<file path="config.mk">
export PLATFORM = sky130hd
export DESIGN_NAME = chip8_instruction_executor_unit
export DESIGN_NICKNAME = d
export VERILOG_FILES = /design/src/rtl/c8ie_pkg.sv /design/src/rtl/chip8_instruction_executor_unit.sv
export SDC_FILE = /design/constraint.sdc
export NUM_CORES = 1
export LEC_CHECK = 0
export CAP_MARGIN = 10
export CELL_PAD_IN_SITES_DETAIL_PLACEMENT = 0
export CELL_PAD_IN_SITES_GLOBAL_PLACEMENT = 2
export CORE_ASPECT_RATIO = 0.6
export CORE_MARGIN = 5
export CORE_UTILIZATION = 35
export CTS_CLUSTER_DIAMETER = 150
export DETAILED_ROUTE_END_ITERATION = 6
export DONT_BUFFER_PORTS = 1
export PLACE_DENSITY = 0.76
export SKIP_LAST_GASP = 1
export SYNTH_ARGS = -nofsm -noshare
export SYNTH_HDL_FRONTEND = slang
export SYNTH_SLANG_ARGS = --single-unit
export TNS_END_PERCENT = 5
</file>
<file path="constraint.sdc">
create_clock -name clock -period 6.6 [get_ports clock]
set_clock_uncertainty 0.05 [all_clocks]
set_input_delay 0.33 -clock clock [delete_from_list [all_inputs] [get_ports clock]]
set_output_delay 0.33 -clock clock [all_outputs]
set_load 0.02 [all_outputs]
</file>
<file path="src/rtl/c8ie_pkg.sv">
// Shared types and constants for the CHIP-8 instruction executor.
package c8ie_pkg;

   localparam int unsigned PC_W        = 12;
   localparam int unsigned INSTR_W     = 16;
   localparam int unsigned VREG_W      = 8;
   localparam int unsigned VIDX_W      = 4;
   localparam int unsigned NUM_V       = 16;
   localparam int unsigned REQ_DATA_W  = 16;

   localparam int unsigned STACK_DEPTH_DEFAULT = 16;

   localparam logic [PC_W-1:0]    PROGRAM_START_RESET = 12'h200;
   localparam logic [PC_W-1:0]    PC_STEP             = 12'h002;
   localparam logic [VIDX_W-1:0]  VF_INDEX            = 4'hF;
   localparam logic [INSTR_W-1:0] INSTR_CLS           = 16'h00E0;
   localparam logic [INSTR_W-1:0] INSTR_RET           = 16'h00EE;

   // Operation group, selected by the top nibble of the instruction.
   typedef enum logic [3:0] {
      OP_SYS     = 4'h0,
      OP_JP      = 4'h1,
      OP_CALL    = 4'h2,
      OP_SE_IMM  = 4'h3,
      OP_SNE_IMM = 4'h4,
      OP_SE_REG  = 4'h5,
      OP_LD_IMM  = 4'h6,
      OP_ADD_IMM = 4'h7,
      OP_ALU     = 4'h8,
      OP_SNE_REG = 4'h9
   } op_type;

   // ALU function of the 8XYn group, selected by the low nibble.
   typedef enum logic [3:0] {
      ALU_LD   = 4'h0,
      ALU_OR   = 4'h1,
      ALU_AND  = 4'h2,
      ALU_XOR  = 4'h3,
      ALU_ADD  = 4'h4,
      ALU_SUB  = 4'h5,
      ALU_SHR  = 4'h6,
      ALU_SUBN = 4'h7,
      ALU_SHL  = 4'hE
   } alu_type;

   // Result word fields, last member in the lowest bits.
   typedef struct packed {
      logic              illegal_op;
      logic [VREG_W-1:0] flag_value;
      logic [VREG_W-1:0] reg_write_value;
      logic [VIDX_W-1:0] reg_write_index;
      logic              reg_write_valid;
      logic              clear_display;
      logic [PC_W-1:0]   next_pc;
   } rsp_fields_type;

   localparam int unsigned RSP_FIELDS_W = $bits(rsp_fields_type);
   localparam int unsigned RSP_DATA_W   = ((RSP_FIELDS_W + 7) / 8) * 8;

endpackage

</file>
<file path="src/rtl/chip8_instruction_executor_unit.sv">
// CHIP-8 instruction executor: decode, register file, ALU, PC and return stack.
//
//   Channel  Direction  Payload
//   req_*    in         tdata[15:0] = instruction
//   rsp_*    out        tdata[39:0] = next_pc, clear_display, reg_write_valid,
//                       reg_write_index, reg_write_value, flag_value, illegal_op
//   csr_*    in         csr_wr_data[11:0] = program_start (also loads the PC)
//
// A word accepted on req is latched together with its two V-register reads and
// is executed once the rsp output register can take it; the result lands there.
// One word is taken every cycle while rsp_tready keeps the output draining; the
// result passes the execute and rsp output registers, then rsp_tvalid rises.
// The one-cycle rate is set by the execute step, which reads the PC, the stack
// pointer and VF as left by the word just before it.
// Reset clears the PC to 0x200, the stack pointer, VF, the register valid bits
// and the return stack.
// When rsp_tready is low the result holds, and req_tready drops only once the
// word in the execute register also has nowhere to go.
module chip8_instruction_executor_unit #(
   parameter int unsigned STACK_DEPTH = c8ie_pkg::STACK_DEPTH_DEFAULT
) (
   input  logic                              clock,
   input  logic                              reset,
   input  logic                              req_tvalid,
   output logic                              req_tready,
   // Fields from bit 0 up: instruction[15:0].
   input  logic [c8ie_pkg::REQ_DATA_W-1:0]   req_tdata,
   output logic                              rsp_tvalid,
   input  logic                              rsp_tready,
   // Fields from bit 0 up: next_pc[11:0], clear_display, reg_write_valid,
   // reg_write_index[3:0], reg_write_value[7:0], flag_value[7:0], illegal_op,
   // then zero fill.
   output logic [c8ie_pkg::RSP_DATA_W-1:0]   rsp_tdata,
   input  logic                              csr_wr_en,
   input  logic [c8ie_pkg::PC_W-1:0]         csr_wr_data
);
   import c8ie_pkg::*;

   localparam int unsigned SP_W = (STACK_DEPTH > 1) ? $clog2(STACK_DEPTH) : 1;
   localparam logic [SP_W-1:0] SP_LAST = SP_W'(STACK_DEPTH - 1);
   localparam logic [SP_W-1:0] SP_ONE  = SP_W'(1);

   // Handshake and pipeline control.
   logic accept;
   logic advance;
   logic ex_fire;

   // Execute register: the instruction and its operand reads.
   logic                 ex_valid_ff, ex_valid_in;
   logic [INSTR_W-1:0]   ex_instr_ff;
   logic [VREG_W-1:0]    vx_mem_ff, vy_mem_ff;
   logic                 vx_vld_ff, vy_vld_ff;
   logic                 vx_byp_ff, vy_byp_ff;
   logic [VREG_W-1:0]    byp_data_ff;

   // Architectural state. V0..VE live in the register memory, VF in a flop.
   logic [VREG_W-1:0]    v_mem [NUM_V];
   logic [NUM_V-1:0]     v_valid_ff;
   logic [VREG_W-1:0]    vf_ff;
   logic [PC_W-1:0]      pc_ff;
   logic [SP_W-1:0]      sp_ff;
   logic [PC_W-1:0]      ret_stack_ff [STACK_DEPTH];

   // Output register.
   logic                 rsp_valid_ff, rsp_valid_in;
   rsp_fields_type       rsp_data_ff, rsp_data_in;

   // Decode and execute.
   logic [VIDX_W-1:0]    req_x, req_y;
   logic [VIDX_W-1:0]    ex_x, ex_y;
   logic [3:0]           ex_n;
   logic [VREG_W-1:0]    ex_kk;
   logic [PC_W-1:0]      ex_nnn;
   logic [VREG_W-1:0]    vx, vy;
   logic [VREG_W:0]      add_sum;
   logic [PC_W-1:0]      pc_inc, pc_skip, pc_next;
   logic [SP_W-1:0]      sp_inc, sp_dec, sp_next;
   logic                 push;
   logic                 wr, fwr, cls, illegal, skip;
   logic [VREG_W-1:0]    wval, fval, vf_next;

   // The execute register moves on whenever the output register is free or
   // is being emptied in this cycle.
   assign advance    = !rsp_valid_ff || rsp_tready;
   assign ex_fire    = ex_valid_ff && advance;
   assign req_tready = !ex_valid_ff || advance;
   assign accept     = req_tvalid && req_tready;

   assign rsp_tvalid = rsp_valid_ff;
   assign rsp_tdata  = {{(RSP_DATA_W - RSP_FIELDS_W){1'b0}}, rsp_data_ff};

   assign req_x = req_tdata[11:8];
   assign req_y = req_tdata[7:4];

   assign ex_x   = ex_instr_ff[11:8];
   assign ex_y   = ex_instr_ff[7:4];
   assign ex_n   = ex_instr_ff[3:0];
   assign ex_kk  = ex_instr_ff[7:0];
   assign ex_nnn = ex_instr_ff[PC_W-1:0];

   // Operand select. VF is always taken from its own flop. Other registers come
   // from the bypass if the previous word wrote them while this one was being
   // latched, otherwise from the memory, and read as zero until first written.
   always_comb begin
      if (ex_x == VF_INDEX) begin
         vx = vf_ff;
      end else if (vx_byp_ff) begin
         vx = byp_data_ff;
      end else if (vx_vld_ff) begin
         vx = vx_mem_ff;
      end else begin
         vx = '0;
      end
      if (ex_y == VF_INDEX) begin
         vy = vf_ff;
      end else if (vy_byp_ff) begin
         vy = byp_data_ff;
      end else if (vy_vld_ff) begin
         vy = vy_mem_ff;
      end else begin
         vy = '0;
      end
   end

   assign add_sum = {1'b0, vx} + {1'b0, vy};
   assign pc_inc  = pc_ff + PC_STEP;
   assign pc_skip = pc_inc + PC_STEP;
   assign sp_inc  = (sp_ff == SP_LAST) ? '0 : sp_ff + SP_ONE;
   assign sp_dec  = (sp_ff == '0) ? SP_LAST : sp_ff - SP_ONE;

   always_comb begin
      pc_next = pc_inc;
      sp_next = sp_ff;
      push    = 1'b0;
      wr      = 1'b0;
      wval    = '0;
      fwr     = 1'b0;
      fval    = '0;
      cls     = 1'b0;
      illegal = 1'b0;
      skip    = 1'b0;
      case (op_type'(ex_instr_ff[15:12]))
         OP_SYS: begin
            if (ex_instr_ff == INSTR_CLS) begin
               cls = 1'b1;
            end else if (ex_instr_ff == INSTR_RET) begin
               sp_next = sp_dec;
               pc_next = ret_stack_ff[sp_dec];
            end else begin
               illegal = 1'b1;
            end
         end
         OP_JP: begin
            pc_next = ex_nnn;
         end
         OP_CALL: begin
            push    = 1'b1;
            sp_next = sp_inc;
            pc_next = ex_nnn;
         end
         OP_SE_IMM: begin
            skip = (vx == ex_kk);
         end
         OP_SNE_IMM: begin
            skip = (vx != ex_kk);
         end
         OP_SE_REG: begin
            if (ex_n != '0) begin
               illegal = 1'b1;
            end else begin
               skip = (vx == vy);
            end
         end
         OP_LD_IMM: begin
            wr   = 1'b1;
            wval = ex_kk;
         end
         OP_ADD_IMM: begin
            wr   = 1'b1;
            wval = vx + ex_kk;
         end
         OP_ALU: begin
            case (alu_type'(ex_n))
               ALU_LD: begin
                  wr   = 1'b1;
                  wval = vy;
               end
               ALU_OR: begin
                  wr   = 1'b1;
                  wval = vx | vy;
               end
               ALU_AND: begin
                  wr   = 1'b1;
                  wval = vx & vy;
               end
               ALU_XOR: begin
                  wr   = 1'b1;
                  wval = vx ^ vy;
               end
               ALU_ADD: begin
                  fwr  = 1'b1;
                  fval = VREG_W'(add_sum[VREG_W]);
                  wr   = 1'b1;
                  wval = add_sum[VREG_W-1:0];
               end
               ALU_SUB: begin
                  fwr  = 1'b1;
                  fval = VREG_W'(vx > vy);
                  wr   = 1'b1;
                  wval = vx - vy;
               end
               ALU_SHR: begin
                  fwr  = 1'b1;
                  fval = VREG_W'(vx[0]);
                  wr   = 1'b1;
                  wval = vx >> 1;
               end
               ALU_SUBN: begin
                  fwr  = 1'b1;
                  fval = VREG_W'(vy > vx);
                  wr   = 1'b1;
                  wval = vy - vx;
               end
               ALU_SHL: begin
                  fwr  = 1'b1;
                  fval = VREG_W'(vx[VREG_W-1]);
                  wr   = 1'b1;
                  wval = vx << 1;
               end
               default: begin
                  illegal = 1'b1;
               end
            endcase
         end
         OP_SNE_REG: begin
            if (ex_n != '0) begin
               illegal = 1'b1;
            end else begin
               skip = (vx != vy);
            end
         end
         default: begin
            illegal = 1'b1;
         end
      endcase
      if (skip) begin
         pc_next = pc_skip;
      end
   end

   // The flag is written first, so a result aimed at VF itself wins.
   always_comb begin
      if (wr && (ex_x == VF_INDEX)) begin
         vf_next = wval;
      end else if (fwr) begin
         vf_next = fval;
      end else begin
         vf_next = vf_ff;
      end
   end

   always_comb begin
      rsp_data_in.next_pc         = pc_next;
      rsp_data_in.clear_display   = cls;
      rsp_data_in.reg_write_valid = wr;
      rsp_data_in.reg_write_index = wr ? ex_x : '0;
      rsp_data_in.reg_write_value = wr ? wval : '0;
      rsp_data_in.flag_value      = vf_next;
      rsp_data_in.illegal_op      = illegal;
   end

   always_comb begin
      ex_valid_in = ex_valid_ff;
      if (accept) begin
         ex_valid_in = 1'b1;
      end else if (ex_fire) begin
         ex_valid_in = 1'b0;
      end
      rsp_valid_in = rsp_valid_ff;
      if (ex_fire) begin
         rsp_valid_in = 1'b1;
      end else if (rsp_tready) begin
         rsp_valid_in = 1'b0;
      end
   end

   // Register memory: one write port, two registered read ports.
   always_ff @(posedge clock) begin
      if (ex_fire && wr) begin
         v_mem[ex_x] <= wval;
      end
      if (accept) begin
         vx_mem_ff <= v_mem[req_x];
         vy_mem_ff <= v_mem[req_y];
      end
   end

   // Operand latch with bypass of a write made in the same cycle.
   always_ff @(posedge clock) begin
      if (accept) begin
         ex_instr_ff <= req_tdata[INSTR_W-1:0];
         vx_vld_ff   <= v_valid_ff[req_x];
         vy_vld_ff   <= v_valid_ff[req_y];
         vx_byp_ff   <= ex_fire && wr && (ex_x == req_x);
         vy_byp_ff   <= ex_fire && wr && (ex_x == req_y);
         byp_data_ff <= wval;
      end
      if (ex_fire) begin
         rsp_data_ff <= rsp_data_in;
      end
   end

   always_ff @(posedge clock) begin
      if (reset) begin
         ex_valid_ff  <= 1'b0;
         rsp_valid_ff <= 1'b0;
         v_valid_ff   <= '0;
         vf_ff        <= '0;
         pc_ff        <= PROGRAM_START_RESET;
         sp_ff        <= '0;
         for (int i = 0; i < STACK_DEPTH; i++) begin
            ret_stack_ff[i] <= '0;
         end
      end else begin
         ex_valid_ff  <= ex_valid_in;
         rsp_valid_ff <= rsp_valid_in;
         if (csr_wr_en) begin
            pc_ff <= csr_wr_data;
         end else if (ex_fire) begin
            pc_ff <= pc_next;
         end
         if (ex_fire) begin
            vf_ff <= vf_next;
            sp_ff <= sp_next;
            if (wr) begin
               v_valid_ff[ex_x] <= 1'b1;
            end
            if (push) begin
               ret_stack_ff[sp_ff] <= pc_inc;
            end
         end
      end
   end

endmodule

</file>
Word level (Yosys, flattened, before mapping)
Memory sizes are Yosys's and may differ from the RTL's. A register that Yosys moved wholly into a read port is not among the register bits.
Cells that the tools add are included.

storage, ports and cells
  input port bits = 33
  bits in registers = 105
  memories = 2
  output and inout port bits = 42
  bits in writable memories = 320

memories
  memory        words  bits a word  rd ports  clocked after memory_dff  write ports  RTL line                               text
  ret_stack_ff  16     12           1         0                         16           chip8_instruction_executor_unit.sv:62  logic [PC_W-1:0] ret_stack_ff [STACK_DEPTH];
  v_mem         16     8            2         2                         1            chip8_instruction_executor_unit.sv:57  logic [VREG_W-1:0] v_mem [NUM_V];

cells by class
  reductions and logical operators = 28
  add/subtract/negate cells = 8
  mux-type cells = 58
  equal/unequal tests = 30
  bitwise logic cells = 4
  $lt $le $gt $ge = 6

operators by type and width
  cell                                                                          number
  12-bit two-way mux                                                            6
  8-bit case mux with 9 select lines                                            1
  8-bit two-way mux                                                             8
  16-bit by 8-bit equality test with 1-bit output, second input constant        2
  4-bit by 3-bit equality test with 1-bit output, second input constant         8
  1-bit two-way mux                                                             28
  12-bit by 2-bit adder with 12-bit output, second input constant               2
  4-bit equality test, second input constant                                    6
  12-bit case mux with 2 select lines                                           1
  8-bit case mux with 3 select lines                                            1
  4-bit two-way mux                                                             5
  4-bit by 2-bit equality test with 1-bit output, second input constant         4
  8-bit equality test                                                           2
  8-bit greater-than comparator                                                 2
  8-bit != test                                                                 2
  16-bit OR                                                                     1
  8-bit subtractor                                                              2
  4-bit by 5-bit less-than comparator with 1-bit output, second input constant  3
  4-bit logical NOT                                                             3
  12-bit OR reduction                                                           1
  8-bit by 8-bit adder with 9-bit output                                        1
  9-bit OR reduction                                                            1
  8-bit adder                                                                   1
  8-bit AND                                                                     1
  other kinds (24)                                                              42

Longest topological paths before layout
Gate-level depths: netlist (run 1).

  word-level depth = 9
  mapped depth = 18
  depth with buffers taken out = 16

Least setup slack after synthesis (run 1)
No wires, ideal clock.

  path type = register to register
  from = register ex_instr_ff[11]
  to = register pc_ff[2]
  required time = 6.430 ns
  path buffers = 1
  path slack = 2.175 ns
  stages on the path, launching flop included = 15
  arrival time = 4.256 ns
  path through = edfxtp_1 > and4_1 > clkbuf_1 > a221oi_1 > o21bai_1 > inv_1 > ha_1 > or4b_4 > or4_4 > mux2i_1 > or4_2 > o311ai_4 > a211oi_1 > a2111o_1 > a211o_1

on the way
  word-level cells in the longest chain between the ends = 8
  elaborated cells on any way between the ends = 17
  those cells by class = 7 x eq/ne; 10 x mux

RTL lines
  item                                                         RTL line                                                                        text
  start, declared                                              chip8_instruction_executor_unit.sv:50                                           logic [INSTR_W-1:0] ex_instr_ff;
  start signal, assigned                                       chip8_instruction_executor_unit.sv:301                                          ex_instr_ff <= req_tdata[INSTR_W-1:0];
  4-bit equality test                                          chip8_instruction_executor_unit.sv:105                                          if (ex_x == VF_INDEX) begin
  8-bit two-way mux                                            chip8_instruction_executor_unit.sv:105
  8-bit != test / 8-bit equality test (equally long branches)  chip8_instruction_executor_unit.sv:239, chip8_instruction_executor_unit.sv:171
  1-bit two-way mux (on tied branches)                         chip8_instruction_executor_unit.sv:236, chip8_instruction_executor_unit.sv:168
  1-bit case mux with 4 select lines                           chip8_instruction_executor_unit.sv:142                                          case (op_type'(ex_instr_ff[15:12]))
  12-bit two-way mux (*)                                       chip8_instruction_executor_unit.sv:246                                          if (skip) begin
  net pc_next[2]                                               chip8_instruction_executor_unit.sv:76                                           logic [PC_W-1:0] pc_inc, pc_skip, pc_next;
  12-bit two-way mux (*)                                       chip8_instruction_executor_unit.sv:329                                          end else if (ex_fire) begin
  12-bit two-way mux (*)                                       chip8_instruction_executor_unit.sv:327                                          if (csr_wr_en) begin
  end signal, assigned                                         chip8_instruction_executor_unit.sv:328                                          pc_ff <= csr_wr_data;
  end signal, assigned                                         chip8_instruction_executor_unit.sv:330                                          pc_ff <= pc_next;
  end, declared                                                chip8_instruction_executor_unit.sv:60                                           logic [PC_W-1:0] pc_ff;

Mark *: on every way through the listed nets, which the timed path passes. The rest lies on a longest branch. The select of a mux whose other input is x is not followed.
A chain may end at the register's enable or synchronous reset.

Final worst setup path (run 1)
  from = register ex_instr_ff[9]
  to = register pc_ff[2]

Same word-level chain as after synthesis.

==> key figures, run 1 <==
Power and ir drop
  • Switch share: 25.3%
  • Power per standard cell area: 250 mW/mm2
  • Clock share of power: 39.5%
  • Leakage: 8.83 nW
  • Comb pwr share: 9.8%
  • Reg power frac: 50.7%
  • Int Power: between 4 and 5 mW
  • P_sw: 1.60 mW
  • Peak VDD IR: around 0.24 mV

Timing
  • Final setup TNS: 0 ps
  • RSZ-0062 raised after global routing: false
  • Tmin final: around 5700 ps
  • Final hold slack: ~18 ps
  • Slew headroom: 17.2%
  • Final worst-path cycle share: 86.1%
  • Slew @ Worst Pin: between 1000 and 1500 ps
  • Final Slew Violations: 0
  • Final Hold Viols: 0
  • Max Freq: ~180 MHz
  • # setup viols final: 0

Place
  • Count of input and output buffers: 0
  • # placed instances: approximately 2500
  • Final HPWL DP: 49.7 mm
  • Gpl congestion: 0.922

Setup path
  • Critical path class: reg2reg
  • Setup crit end kind: flop
  • Worst-path cell chain: nand4_1, o21bai_1, inv_1, ha_1, or4b_4, or4_4, mux2i_1, or4_2, o311ai_4, a211oi_1, a2111o_1, a211o_1
  • Critical Path Slowest Stage Cell: o21bai_1
  • Cell depth of the worst flop-to-flop path: 12
  • Worst R2R Setup Slack: 920 ps
  • Type of origin of the critical path: flop
  • Critical Path Max Stage Delay: 650 ps
  • R2r endpoint: pc_ff[2]
  • Crit Path Max Fanout: 25
  • Crit path DAT: 6080 ps
  • Worst EP required: ~7000 ps
  • R2r startpoint: ex_instr_ff[9]

Routing
  • Post-route DRC violation count: 0
  • Initial DRC count: 1805
  • Pre-Repair DR Iteration Count: 5
  • Vias: 15287
  • Routed WL: ~73 mm
  • DR WL/cell: between 20 and 30 um
  • Vias/cell: just under 6
  • ANT nets after route: 0

Die
  • Die X: 337 um
  • Num rows: 71
  • Core Region: 0.0631 mm2
  • Die Y-Extent: just over 200 um
  • IO Pins: 75
  • Starting Density: 35.5%
  • Die area: between 0.06 and 0.07 mm2

Synth
  • Ys Warns: 0
  • Post-synth EDFFs: 399
  • Cell taking the most area after synthesis: edfxtp_1
  • Syn Inst Count: ~1700
  • Top cells by area, synth: edfxtp_1 53%, mux4_2 14%, nor2_1 4.8%
  • Synth Register Bits: 441
  • Syn Area/Cell: 12.9 um2
  • Post-synthesis simple-gate area fraction: a little under an eighth
  • FFs w/ async S/R, synth: 0%
  • XOR/XNOR Fraction of Synth Area: under 10%
  • Main combinational cell family by area after synthesis: multiplexers
  • Post-synthesis sequential area ratio: 57.2%
  • Synth Area in Compound Gates: 8.73%
  • Mapped Area: 0.0224 mm2
  • Post-synthesis mux area share: 14.9%
  • Netlist cell types: 84
  • Adder-Cell Fraction of Synth Area: roughly 3.0%
  • Ys flop type: edfxtp_1
  • Yosys top cell area share: a little over half

GRT
  • Largest net degree at the start of global routing: 48
  • Total Routing Usage GR: between 20% and 30%
  • Vias in the first global route: 14502
  • GRT overflow: 0
  • Initial antenna violation count: 4
  • First-pass GRT wire length: 105 mm

Min path
  • Worst hold path type: in2reg
  • Hold Startpoint: req_tdata[7]
  • Hold endpoint: vy_byp_ff
  • Cell count of the worst hold path: 3

Final layout
  • Final non-filler cell total: 2614
  • Share of layout cells above drive strength 1: 16.1%
  • Layout filler cell count: 5920
  • Final #Nets: 1823
  • Area grow syn2layout: 12.3%

Clocking
  • Sink Count: 441
  • CTS root buf: clkbuf_16
  • Number of CTS-inserted buffers: 43
  • CTS Buffer Depth: 3
  • TritonCTS clock tree: done
  • Clock slew at reported path FFs: 70 ps
  • H-tree levels: 2
  • Clock latency on the worst-skew pair: roughly 590 ps

Job
  • Max Cap Violations: 0

Status
  • Status: completed
## layout make-up
type                    count  area, um2  area share, %
multi-input cells        1110       8930           35.5
flip-flops and latches    441      12800           50.9
repair buffers             87        766           3.04
clock inverters            28        260           1.03
inverters                  55        206          0.820
clock buffers              52       1130           4.49
diodes                      2       5.00         0.0199
well taps                 839       1050           4.17
## how the worst max path moves through the flow
stage | slack (ps) | cells after the start | endpoint | start
floorplan | 2170 | 14 | pc_ff[2] | ex_instr_ff[11]
global placement | 1140 | 12 | pc_ff[2] | ex_instr_ff[9]
detailed placement | 990 | 12 | pc_ff[2] | ex_instr_ff[9]
CTS | 950 | 12 | pc_ff[2] | ex_instr_ff[9]
global route | 560 | 12 | pc_ff[2] | ex_instr_ff[9]
finish | 920 | 12 | pc_ff[2] | ex_instr_ff[9]
## flip-flops by register name, summed over array words and instances, names as in the netlist, 4 cells and up
signal        flops
sp_ff             4
v_mem           128
vy_mem_ff         8
byp_data_ff       8
pc_ff            12
vf_ff             8
ex_instr_ff      16
vx_mem_ff         8
rsp_tdata        35
v_valid_ff       16
ret_stack_ff    192
## critical path: cells and delay by family, from the launching register on
family,cells,cell delay [ps]
flip-flops,1,640
AO/OA/AOI/OAI,5,1840
multiplexers,1,130
buffers and inverters,1,170
AND/OR/NAND/NOR,4,2250
adder cells (fa/ha/maj),1,470
## cell usage after synthesis, types with 6 or more instances
cell	n
edfxtp_1	399
nor2_1	285
mux4_2	135
nand2_1	126
clkbuf_1	91
a21oi_1	59
inv_1	53
ha_1	48
o21ai_0	47
dfxtp_1	42
nor3_1	29
nand3_1	28
mux2i_1	25
buf_1	22
xnor2_1	22
nor2b_1	20
o21a_1	15
a221oi_1	13
and3_1	13
o211ai_1	13
nand2b_1	12
a22oi_1	11
and2_1	11
a211oi_1	10
a31oi_1	10
buf_2	10
o21bai_1	9
buf_4	8
or2_2	8
or3_1	8
a22o_1	7
nand4_1	7
nor4_1	7
o31ai_1	7
xor2_1	7
a221o_1	6
and4_1	6
nor3b_1	6
## through the flow
stage,cell area (um2),setup WS [ps],total power [mW],util [%]
final,25200,917,6.30,39.9
after global routing,25200,559,6.51,39.9
after detailed placement,23400,994,3.82,37.1
after global placement,23400,1140,3.82,37.1
after floorplan,22400,2170,3.65,-
after CTS,25200,951,6.34,39.9
## power by group through the flow
stage | Sequential [mW] | Clock, mW | Combinational [mW]
floorplan | 3.22 | 0 | 0.427
finish | 3.20 | 2.49 | 0.618
detailed placement | 3.25 | 0 | 0.569
global placement | 3.25 | 0 | 0.569
global route | 3.20 | 2.64 | 0.661
CTS | 3.19 | 2.54 | 0.604
## cell families after synthesis
kind of cell / count (synthesis)
simple gates: 584
flops: 441
compound gates: 276
buf+inv: 186
mux: 164
fa+ha+maj: 52
xor+xnor: 29
other cells: 1
## placed cells by master (no fill, tap or decap), types with 29 or more instances in the layout
cell / count
a21oi_1: 59
buf_4: 50
clkbuf_16: 44
dfxtp_1: 42
dlygate4sd3_1: 35
edfxtp_1: 399
ha_1: 48
inv_1: 52
mux4_2: 135
nand2_1: 125
nor2_1: 285
nor3_1: 29
o21ai_0: 45
## routing by layer
layer	GRT usage, %	vias to the layer above	wire length (um)
met5	0	-	13
met3	8.16	69	9820
met4	2.89	2	831
met2	26.5	839	27600
li1	-	6595	-
met1	33.2	7782	34600
## what timing repair did
action | 4_1_cts | 5_1_grt
hold endpoints to repair | 58 | 0
setup buffers | 0 | 0
hold buffers | 36 | 0
gates resized for setup | 0 | 0
No activity file was read; power rests on OpenSTA's default activity.
==> run 2, diff against run 1 <==
--- a/config.mk
+++ b/config.mk
@@ -10,11 +10,12 @@
 export CELL_PAD_IN_SITES_GLOBAL_PLACEMENT = 2
 export CORE_ASPECT_RATIO = 0.6
 export CORE_MARGIN = 5
-export CORE_UTILIZATION = 35
+export CORE_UTILIZATION = 30
 export CTS_CLUSTER_DIAMETER = 150
 export DETAILED_ROUTE_END_ITERATION = 6
 export DONT_BUFFER_PORTS = 1
-export PLACE_DENSITY = 0.76
+export MAX_ROUTING_LAYER = met4
+export PLACE_DENSITY = 0.69
 export SKIP_LAST_GASP = 1
 export SYNTH_ARGS = -nofsm -noshare
 export SYNTH_HDL_FRONTEND = slang
==> key figures, run 2 (same netlist as run 1, synthesis figures left out) <==
Status
  • Status: completed (unchanged)

Clocking
  • TritonCTS clock tree: done (unchanged)
  • H-tree levels: 2 (unchanged)
  • Clock latency on the worst-skew pair: 600 ps (was 590 ps)
  • CTS Buffer Depth: 3 (unchanged)
  • Number of CTS-inserted buffers: 43 (unchanged)
  • Sink Count: 441 (unchanged)
  • CTS root buf: clkbuf_16 (unchanged)
  • Clock slew at reported path FFs: 70 ps (about the same)

GRT
  • Vias in the first global route: 14524 (was 14502)
  • Met2 Use GR: 22.5% (was 26.5%)
  • GRT Max-Usage Layer: met1 (unchanged)
  • GRT overflow: 0 (unchanged)
  • Largest net degree at the start of global routing: 48 (unchanged)
  • Total Routing Usage GR: 18.8% (was 20.7%)
  • Grt met3 use: 7.30% (was 8.16%)
  • Met1 Resource Use GR: 29.6% (was 33.2%)
  • Initial antenna violation count: 9 (was 4)
  • First-pass GRT wire length: 107 mm (was 105 mm)

Final layout
  • Final instance area: 0.0252 mm2 (about the same)
  • Final core occ: 34.1% (was 39.9%)
  • Share of layout cells above drive strength 1: 15.2% (was 16.1%)
  • Register area: 0.0128 mm2 (unchanged)
  • Most common cell after layout, fill and taps aside: edfxtp_1 (unchanged)
  • Final #Nets: 1813 (was 1823)
  • Most frequent cells in the layout: 399 x edfxtp_1, 285 x nor2_1, 135 x mux4_2 (unchanged)
  • Reg with most FFs: ret_stack_ff (unchanged)
  • Layout filler cell count: 7165 (was 5920)
  • Footprint of the multi-input gates: 0.00891 mm2 (was 0.00893 mm2)
  • Max FFs per register: 192 (unchanged)
  • Area grow syn2layout: 12.6% (was 12.3%)

Timing
  • # setup viols final: 0 (unchanged)
  • Final Hold Viols: 0 (unchanged)
  • Slew headroom: 21.9% (was 17.2%)
  • Final setup TNS: 0 ps (unchanged)
  • RSZ-0062 raised after global routing: false (unchanged)
  • Slew @ Worst Pin: 1170 ps (was 1230 ps)
  • Tmin final: 5760 ps (was 5680 ps)
  • Final hold slack: 26.2 ps (was 18.0 ps)
  • Final Slew Violations: 0 (unchanged)
  • Max Freq: 174 MHz (was 176 MHz)
  • Final worst-path cycle share: 87.2% (was 86.1%)

Power and ir drop
  • Reg power frac: 50.9% (was 50.7%)
  • Power per standard cell area: 249 mW/mm2 (was 250 mW/mm2)
  • Switch share: 25.5% (was 25.3%)
  • Clock share of power: 39.1% (was 39.5%)
  • Peak VDD IR: 0.171 mV (was 0.238 mV)
  • Leakage: 8.75 nW (was 8.83 nW)
  • Comb pwr share: 10.0% (was 9.8%)
  • Int Power: 4.68 mW (was 4.71 mW)
  • P_sw: 1.60 mW (about the same)

Die
  • IO Pins: 75 (unchanged)
  • Die Y-Extent: 222 um (was 206 um)
  • Starting Density: 30.3% (was 35.5%)
  • Die X: 363 um (was 337 um)
  • Num rows: 77 (was 71)
  • Die area: 0.0805 mm2 (was 0.0694 mm2)
  • Core Region: 0.0739 mm2 (was 0.0631 mm2)

Place
  • Placed inst area: 0.0235 mm2 (was 0.0234 mm2)
  • Gpl congestion: 0.873 (was 0.922)
  • Final HPWL DP: 51.3 mm (was 49.7 mm)
  • Count of input and output buffers: 0 (unchanged)

Routing
  • Initial DRC count: 1909 (was 1805)
  • Pre-Repair DR Iteration Count: 6 (was 5)
  • DR WL/cell: 27.1 um (was 27.9 um)
  • Post-route DRC violation count: 0 (unchanged)
  • Routed WL: 74.5 mm (was 72.9 mm)
  • Vias: 15231 (was 15287)
  • Vias/cell: 5.54 (was 5.85)
  • ANT nets after route: 0 (unchanged)

Setup path
  • Crit Path Max Fanout: 22 (was 25)
  • Worst path bufs/invs: 2 (was 1)
  • Type of origin of the critical path: flop (unchanged)
  • Worst EP required: 7040 ps (was 7000 ps)
  • Worst-path cell chain: nand4_1, o21bai_1, inv_1, ha_1, or4b_4, or4_4, mux2i_1, or4_2, o311ai_4, buf_4, a211oi_1, a2111o_1, a211o_1 (was nand4_1, o21bai_1, inv_1, ha_1, or4b_4, or4_4, mux2i_1, or4_2, o311ai_4, a211oi_1, a2111o_1, a211o_1)
  • Critical path class: reg2reg (unchanged)
  • Crit path DAT: 6200 ps (was 6080 ps)
  • Setup crit end kind: flop (unchanged)
  • Critical Path Slowest Stage Cell: edfxtp_1 (was o21bai_1)
  • Family with the most delay on the worst path: simple AND/OR/NAND/NOR gates (unchanged)
  • Critical Path Max Stage Delay: 660 ps (was 650 ps)

Job
  • Max Cap Violations: 0 (unchanged)

Min path
  • Worst hold path type: in2reg (unchanged)
## run 2: cell types whose count changed in the layout (fill, tap and decap cells not counted), sizes merged
cell / before / now
buf: 52 / 43
clkbuf: 52 / 53
clkinv: 25 / 19
clkinvlp: 1 / 3
diode: 2 / 3
dlygate4sd3: 35 / 34
inv: 54 / 55
## run 2: repair_timing
item / 4_1_cts / 5_1_grt
endpoints found under the hold margin: 65 / 0
buffers inserted: 0 / 0
resized for setup: 0 / 0
hold buffers: 35 / 0
## run 2: final timing paths
kind / startpoint / to / slack (ps) / depth (start not counted)
max: ex_instr_ff[10] / pc_ff[7] / 840 / 13
min: req_tdata[11] / vx_mem_ff[0] / 30 / 1
max reg2reg: ex_instr_ff[10] / pc_ff[7] / 840 / 13
min reg2reg: v_valid_ff[3] / v_valid_ff[3] / 440 / 1
## run 2: cell type report
cell class | instances | area share [%]
multi-input combinational | 1110 | 35.3
tap | 987 | 4.89
clock buffer | 53 | 4.41
antenna | 3 | 0.0298
timing repair buffer | 77 | 2.78
sequential | 441 | 50.8
inverter | 55 | 0.818
clock inverter | 25 | 0.942
## run 2: power groups by stage
stage          Combinational [mW]  Sequential (mW)  Clock, mW
4_1_cts                     0.615             3.20       2.50
3_3_place_gp                0.578             3.26          0
3_5_place_dp                0.579             3.26          0
5_1_grt                     0.668             3.21       2.63
6_report                    0.626             3.20       2.46
2_1_floorplan               0.427             3.22          0
## run 2: worst register-to-register path: stages, from the launching register on
cell,delay (ps)
edfxtp_1,660
nand4_1,560
o21bai_1,590
inv_1,190
ha_1,530
or4b_4,630
or4_4,510
mux2i_1,130
or4_2,590
o311ai_4,110
buf_4,340
a211oi_1,130
a2111o_1,380
a211o_1,260
## run 2: per-stage QoR
stage                     instances  setup WS, ps  total power [mW]
final                          2751           842              6.29
after global routing           2751           599              6.50
after CTS                      2748           883              6.31
after detailed placement       2635           902              3.84
after global placement         2635          1070              3.84
after floorplan                1737          2170              3.65
## run 2: metal layers
layer	part of all wire, %	routed length [um]
met1	49	36500
met5	0	0
met2	37	27700
met3	13	9520
met4	1.1	850
